### config.mk
export PLATFORM = sky130hd
export DESIGN_NAME = rls_ram
export DESIGN_NICKNAME = d
export VERILOG_FILES = /design/src/hw/rtl/rls_ram.sv
export SDC_FILE = /design/constraint.sdc
export NUM_CORES = 1
export LEC_CHECK = 0
export ABC_AREA = 1
export BUFFER_PORTS_ARGS = -buffer_cell sky130_fd_sc_hd__buf_4
export CAP_MARGIN = 20
export CELL_PAD_IN_SITES_DETAIL_PLACEMENT = 0
export CELL_PAD_IN_SITES_GLOBAL_PLACEMENT = 1
export CORE_MARGIN = 3
export CORE_UTILIZATION = 51
export CTS_CLUSTER_DIAMETER = 200
export DETAILED_ROUTE_END_ITERATION = 10
export PLACE_DENSITY_LB_ADDON = 0.1
export SYNTH_ARGS = -nofsm -noshare
export SYNTH_HDL_FRONTEND = slang
export SYNTH_SLANG_ARGS = --single-unit
### constraint.sdc
create_clock -name clk -period 2.8 [get_ports clk]
set_input_delay 0.42 -clock clk [delete_from_list [all_inputs] [get_ports clk]]
set_output_delay 0.42 -clock clk [all_outputs]
set_load 0.05 [all_outputs]
### src/hw/rtl/rls_ram.sv
// Generic single-write, single-read RAM with registered read data.
module rls_ram #(
  parameter int WIDTH = 32,
  parameter int DEPTH = 32
) (
  input  logic                     clk,
  input  logic                     we,
  input  logic [$clog2(DEPTH)-1:0] waddr,
  input  logic [WIDTH-1:0]         wdata,
  input  logic [$clog2(DEPTH)-1:0] raddr,
  output logic [WIDTH-1:0]         rdata
);

  logic [WIDTH-1:0] mem [DEPTH];

  always_ff @(posedge clk) begin
    if (we) begin
      mem[waddr] <= wdata;
    end
    rdata <= mem[raddr];
  end

endmodule

==> metrics.cfg <==
[run_status]
outcome=finished clean

[power]
irDropWorstVdd_v=0.000555
finalPower_mw=34.3
p_leak_nw=17.5
p_per_area_nw_per_um2=719

[detailed_routing]
first_pass_iters=5
postRouteAntennaNets=0
drt_iter0_drc=2465
routedWlPerCell_um=24.6
route.detailed.drc=0
finalWirelength_um=117000
via_count=27182
viasPerCell=5.71

[synth]
seq_area_frac_synth_pct=74.0
yosys_warnings=0
syn-cell-area_um2=42400
synth.avg_cell_area_um2=12.0
synthCells=3536
synth.lib_cells_used.distinct=14
synth-seq-cells=1056
synth_nets=3580

[worst_setup_path]
rr_worst_depth=8
worstPathCellList=buf_4
path_class=flop to primary output
setup.worst_path.start=rdata[20]$_DFF_P_
critPathMaxFanout=1
r2r_start=mem[1][1]$_DFFE_PP_
crit_buf_inv=1
worst_path_max_delay_cell=dfxtp_1
cp.depth=1
critical_path.endpoint_type=primary output
crit_path_max_incr_delay_ps=450
crit_required_ps=2380
arrival_ps=1380
crit_family=flip-flops
crit_path_start_kind=flop

[global_route]
grt_pass1_wl_um=173000
grtUsageTotal_pct=27.2
grt_max_degree=143
overflow=0
grt_pass1_vias=26384
antenna_found_initial=2

[floorplanning]
pin_count=76
start_util_pct=51.6
placementRows=105
dieArea_um2=86600
die_x_um=294
core_area_um2=82200
die_h_um=294

[clock_network]
clock_path_buffers=3
cts-buffers-inserted=107
cts_max_level=3
clkTransAtPathRegs_ps=60
cts_tree=built
cts_setup_buffers=0
cts_resized=0
cts.sinks=1056
clk_latency_ps=670
cts_hold_buf=0
root_buffer=clkbuf_16

[placement]
dp.cells=4556
postPlaceCellArea_um2=44100
post-dp-hpwl_um=60100
gp_congestion=0.783
io_buffers=75

[finish]
nets=3639
stdcell_area_um2=47700
final_common_cell=nand2_1
fill_cells=6665
area_growth_pct=12.5
final_cell_mix=nand2_1 (1440), edfxtp_1 (1024), nand3_1 (780)
drive_gt1_share_pct=9.95
final_cells=4760

[sta]
final.min_clock_period_ps=1800
slew_viol_final=0
finalHoldViolCount=0
fmax_mhz=556
setup_viol_count_final=0
timing.final.crit_share_pct=64.2
finClkSkew_ps=18.8
finalSetupTns_ps=0
worst_pin_slew_ps=873
rsz0062_at_grt=false
relSlewSlack_pct=41.8

[flow_run]
max-cap-violations=0

[min_path]
hold_class=input pin to flop
min_delay_path_depth=1
worst_hold_startpoint=wdata[19]

registers in the layout, indices dropped and copies added, names as in the netlist:
| signal | cells |
|---|---|
| mem | 1024 |
| rdata | 32 |
area by class of cell:
type | instances | area, um2 | share of cell area [%]
repair buffers | 168 | 1680 | 3.52
inverters | 10 | 67.6 | 0.142
flip-flops and latches | 1056 | 31400 | 65.8
well taps | 1070 | 1340 | 2.81
clock buffers | 159 | 3020 | 6.34
multi-input cells | 2252 | 9670 | 20.3
clock inverters | 43 | 523 | 1.10
diodes | 2 | 5.00 | 0.0105
through the flow:
stage	hold slack [ps]	utilization [%]	worst slack [ps]
after detailed placement	747	53.7	631
after CTS	139	58.0	986
final	173	58.0	1000
after global placement	727	53.7	667
after floorplan	519	-	304
after global routing	156	58.0	962
power breakdown:
part	switching [mW]	total, mW	internal [mW]
Combinational	1.68	2.27	0.587
Sequential	0.0878	17.7	17.6
Clock	5.88	14.4	8.48
Total	7.65	34.3	26.6
kinds of logic after synthesis:
logic type             Yosys count  synth area share [%]
DFF                           1056                  74.0
buffers and inverters          228                  3.74
and+or+nand+nor               2252                  22.2
layer usage:
layer / part of all wire (%) / up-vias / GRT usage [%]
met5: 0.011 / - / 0
met4: 2.8 / 2 / 8.62
met3: 6.3 / 189 / 3.58
met2: 48 / 971 / 44.3
met1: 43 / 13554 / 38.4
li1: - / 12466 / -
cell usage after synthesis (all sizes together):
library cell  number  share of area (%)
nand2           1440                 13
edfxtp          1024                 73
nand3            780                9.2
buf              194                3.4
dfxtp             32                1.5
nor2              32               0.28
clkbuf            24               0.21
inv               10               0.11
path summary, 6_finish.rpt:
path              slack (ps)                    end
hold / removal           170  mem[18][19]$_DFFE_PP_
setup reg to reg        1550       rdata[1]$_DFF_P_
hold reg to reg          750       rdata[3]$_DFF_P_
setup / recovery        1000              rdata[20]
Power figures use the tool's default switching activity.
