### config.mk
export PLATFORM = sky130hd
export DESIGN_NAME = rls_mac
export DESIGN_NICKNAME = d
export VERILOG_FILES = /design/src/hw/rtl/rls_pkg.sv /design/src/hw/rtl/rls_mac.sv
export SDC_FILE = /design/constraint.sdc
export NUM_CORES = 2
export LEC_CHECK = 0
export BUFFER_PORTS_ARGS = -buffer_cell sky130_fd_sc_hd__buf_2
export CAP_MARGIN = 5
export CORE_MARGIN = 2
export CORE_UTILIZATION = 25
export CTS_BUF_LIST = sky130_fd_sc_hd__clkbuf_4 sky130_fd_sc_hd__clkbuf_8
export DETAILED_ROUTE_END_ITERATION = 7
export GPL_ROUTABILITY_DRIVEN = 0
export PLACE_DENSITY = 0.38
export SLEW_MARGIN = 10
export SYNTH_ARGS = -nofsm -noshare
export SYNTH_HDL_FRONTEND = slang
export SYNTH_SLANG_ARGS = --single-unit
### constraint.sdc
create_clock -name clk -period 27.6 [get_ports clk]
set_input_delay 5.52 -clock clk [delete_from_list [all_inputs] [get_ports clk]]
set_output_delay 5.52 -clock clk [all_outputs]
set_load 0.005 [all_outputs]
### src/hw/rtl/rls_pkg.sv
// Shared types, constants and saturation helpers for the RLS estimator.
package rls_pkg;

  localparam int CFG_IDX_W  = 1;
  localparam int CFG_DATA_W = 31;
  localparam int ACC_W      = 56;   // exact sum of rounded Q16.16 products
  localparam int DEN_W      = 56;   // divider denominator width
  localparam int NUM_W      = 48;   // divider numerator: Q16.16 value shifted by 16

  // register indexes on the configuration port
  localparam logic [CFG_IDX_W-1:0] REG_FORGET = 1'b0;
  localparam logic [CFG_IDX_W-1:0] REG_ICOV   = 1'b1;

  localparam logic [16:0] LAM_MIN    = 17'd32768;
  localparam logic [16:0] LAM_MAX    = 17'd65536;
  localparam logic [16:0] LAM_RESET  = 17'd65536;
  localparam logic [30:0] ICOV_RESET = 31'd65536000;
  localparam logic signed [31:0] Q_ONE   = 32'sd65536;
  localparam logic signed [31:0] Q_MAX   = 32'sh7fffffff;
  localparam logic signed [31:0] Q_MIN   = 32'sh80000000;

  typedef enum logic [4:0] {
    S_IDLE = 5'b00001,
    S_TERM = 5'b00010,
    S_FIN  = 5'b00100,
    S_DIV  = 5'b01000,
    S_OUT  = 5'b10000
  } state_t;

  typedef enum logic [6:0] {
    P_ERR  = 7'b0000001,
    P_G    = 7'b0000010,
    P_RHO  = 7'b0000100,
    P_K    = 7'b0001000,
    P_AROW = 7'b0010000,
    P_PN   = 7'b0100000,
    P_TH   = 7'b1000000
  } pass_t;

  // clamp to the signed 32-bit range
  function automatic logic signed [31:0] sat32(input logic signed [63:0] x);
    logic signed [31:0] r;
    if (x > 64'sh000000007fffffff) r = Q_MAX;
    else if (x < -64'sh0000000080000000) r = Q_MIN;
    else r = x[31:0];
    return r;
  endfunction

  function automatic logic ovf32(input logic signed [63:0] x);
    return (x > 64'sh000000007fffffff) || (x < -64'sh0000000080000000);
  endfunction

endpackage

### src/hw/rtl/rls_mac.sv
// Shared Q16.16 multiply, round-to-nearest and accumulate unit (3 stages).
module rls_mac import rls_pkg::*; (
  input  logic                    clk,
  input  logic                    rst_n,
  input  logic                    go,
  input  logic                    clr,
  input  logic signed [31:0]      a,
  input  logic signed [31:0]      b,
  output logic signed [ACC_W-1:0] acc
);

  logic signed [63:0]      prod_r;
  logic signed [48:0]      rnd_r;
  logic signed [ACC_W-1:0] acc_r;
  logic                    v1_r, v2_r, c1_r, c2_r;
  logic [63:0]             mag;
  logic [47:0]             rmag;

  // control pipe
  always_ff @(posedge clk) begin
    if (!rst_n) begin
      v1_r <= 1'b0;
      v2_r <= 1'b0;
      c1_r <= 1'b0;
      c2_r <= 1'b0;
    end else begin
      v1_r <= go;
      v2_r <= v1_r;
      c1_r <= clr;
      c2_r <= c1_r;
    end
  end

  // rounding: ties away from zero on the magnitude
  always_comb begin
    mag  = prod_r[63] ? 64'(-prod_r) : 64'(prod_r);
    rmag = 48'((mag + 64'd32768) >> 16);
  end

  always_ff @(posedge clk) begin
    if (go) begin
      prod_r <= 64'(a) * 64'(b);
    end
    if (v1_r) begin
      rnd_r <= prod_r[63] ? -$signed({1'b0, rmag}) : $signed({1'b0, rmag});
    end
    if (v2_r) begin
      acc_r <= (c2_r ? '0 : acc_r) + ACC_W'(rnd_r);
    end
  end

  assign acc = acc_r;

endmodule

==> impl_metrics.toml <==
[cells_and_area]
finish.net_count = 6450
most_common_cell_after_layout_fill_and_taps_aside = "fa_1"
area.growth.synth_to_final_pct = 7.298
most-common-layout-cells = "fa_1 (1083), inv_1 (1001), nand2_1 (610)"
layout-drive-gt1-share = 0.04969

[global_routing]
gr-total-overflow = 0
grt_usage = 0.1583
antenna_found_initial = 12
grt_start_max_net_pins = 111
grt_pass1_vias = 37424
global_route_wire_length_before_repair_um = 237900

[clocking]
tritoncts = "built"
htree_levels = 4
numClockSinks = 173
insertion_delay_ns = 0.54
cts_resized = 0
clk_root_buffer_cell = "clkbuf_8"
cts.hold.buffers_added = 0
number_of_buffers_between_clock_root_and_the_deepest_sink = 2
clk_pin_slew_ns = 0.10
number_of_buffers_created_by_cts = 17
total_setup_buffers_inserted_after_cts = 0

[synth]
dominantRegCellSynth = "edfxtp_1"
synth_top_area_frac = 0.4469
sequential_cell_area_fraction_in_the_yosys_report = 0.1062
mappedNetlistNets = 6518
synthTopCellsByArea = "fa_1 (45%), edfxtp_1 (10%), inv_1 (7.8%)"
synth_warnings = 0
synth.lib_cells_used.distinct = 95
syn_area_per_cell_um2 = 9.465
synth.cell_area_um2 = 48520
synthesis.instances = 5126
synth_area_leader_cell = "fa_1"
number_of_synthesized_flops_with_an_enable_pin = 169
ys_seq_elements = 173
async_reset_ff_frac = 0

[critical_path]
cp_num_buf_inv = 4
cpLargestDelayFamily = "adder cells"
timing.reg2reg.setup_slack_ns = 21.22
cpMostUsedCell = "fa_1"
end_kind = "flop"
cp_slowest_cell = "buf_2"
path_class = "primary input to flop"
timing.reg2reg.worst_path_depth = 17
required_time_worst_endpoint_ns = 27.89
critPathLaunch = "b[8]"
reg2reg_to = "rnd_r[48]$_SDFFCE_PN0P_"
r2r-start = "prod_r[10]$_DFFE_PP_"
crit_arrival_ns = 14.20
critical_path_peak_fanout = 32
worst_setup_path_start_kind = "primary input"
critical_path.max_stage_delay_ns = 0.75

[hold_path]
holdCritStartpoint = "c1_r$_SDFF_PN0_"
hold_path_class = "flop to flop"
min_path_cells = 1
timing.hold.worst_endpoint = "c2_r$_SDFF_PN0_"

[timing]
final_hold_viol_count = 0
worst_slew_margin_rel = 0.2477
rsz0062_at_grt = "no"
max_slew.worst_pin.slew_ns = 1.128
finalSetupTns_ns = 0
max_freq_mhz = 71.90
setup_viol = 0
finClkSkew_ns = 0.01857
timing_max_transition_violations_final = 0
layout_worst_path_cycle_share = 0.5039
min_period_ns = 13.91
hold_slack_ns = 0.5687

[floorplan]
dieHeight_um = 444.5
io-pin-count = 124
floorplan.rows = 161
fp.dieArea_um2 = 197600
initial_core_util = 0.2517
fp.coreArea_um2 = 192800
die_width_um = 444.5

[run]
maxCapViolations = 0

[place]
hpwlAfterDp_um = 116200
port_buffers = 123

[routing]
first_pass_iters = 5
route.detailed.wl_per_inst_um = 20.17
detail_route.wirelength_um = 153400
route.detailed.vias_per_inst = 4.461
first_iter_violations = 1924
remaining_drc_errors = 0
vias = 33927
drt.antenna.violating_nets = 0

[status]
outcome = "completed"
==> worst max path at each step <==
| stage | to | slack [ns] | cells after the start |
|---|---|---|---|
| finish | prod_r[62]$_DFFE_PP_ | 13.69 | 27 |
| global route | prod_r[63]$_DFFE_PP_ | 13.37 | 28 |
| CTS | prod_r[62]$_DFFE_PP_ | 13.64 | 27 |
| detailed placement | prod_r[62]$_DFFE_PP_ | 13.02 | 27 |
| global placement | prod_r[62]$_DFFE_PP_ | 13.08 | 27 |
| floorplan | prod_r[63]$_DFFE_PP_ | 14.61 | 29 |
==> per-stage QoR <==
step / cells / area (um2) / utilization / setup slack [ns]
finish: 7605 / 52060 / 0.2700 / 13.69
global route: 7601 / 52050 / 0.2700 / 13.37
CTS: 7597 / 52040 / 0.2699 / 13.64
detailed placement: 7565 / 51640 / 0.2679 / 13.02
global placement: 7565 / 51640 / 0.2679 / 13.08
floorplan: 5126 / 48520 / - / 14.61
==> layer usage <==
metal / GRT usage / wire [um]
met1: 0.2357 / 77050
met2: 0.2497 / 68110
met3: 0.01805 / 6433
met4: 0.02467 / 1824
met5: 0 / 0
==> logic make-up after synthesis <==
kind of cell / count (synthesis) / share of synthesized area
xor gates and xnor gates: 246 / 0.04456
buffers and inverters: 1252 / 0.09769
AOI/OAI and AO/OA: 486 / 0.06842
DFF: 173 / 0.1062
muxes: 10 / 0.002398
and+or+nand+nor: 1635 / 0.1717
adders and majority gates: 1324 / 0.5090
==> sequential cells by signal (all words and copies together), names as in the netlist <==
signal,cells
acc,56
c1_r,1
c2_r,1
prod_r,64
rnd_r,49
v1_r,1
v2_r,1
==> cell usage after synthesis (50+ instances only) <==
| cell type | instances |
|---|---|
| fa_1 | 1083 |
| inv_1 | 1002 |
| nand2_1 | 610 |
| and2_1 | 506 |
| ha_1 | 241 |
| clkbuf_1 | 234 |
| xnor2_1 | 184 |
| edfxtp_1 | 169 |
| nor2_1 | 162 |
| a21oi_1 | 126 |
| o21ai_0 | 84 |
| nor2b_1 | 71 |
| xor2_1 | 61 |
| a21o_1 | 53 |
| nand3_1 | 50 |
==> final cells by class <==
type | instances | area (um2)
Clock inverter | 14 | 158.9
Sequential cell | 173 | 5159
Timing Repair Buffer | 163 | 928.4
Fill cell | 20691 | 140700
Inverter | 1002 | 3761
Antenna cell | 8 | 20.02
Tap cell | 2526 | 3161
Multi-Input combinational cell | 3701 | 38630
Clock buffer | 18 | 241.5
Power is not shown: default switching activity piles up to over one toggle a cycle in this logic, so the estimate is an artifact.
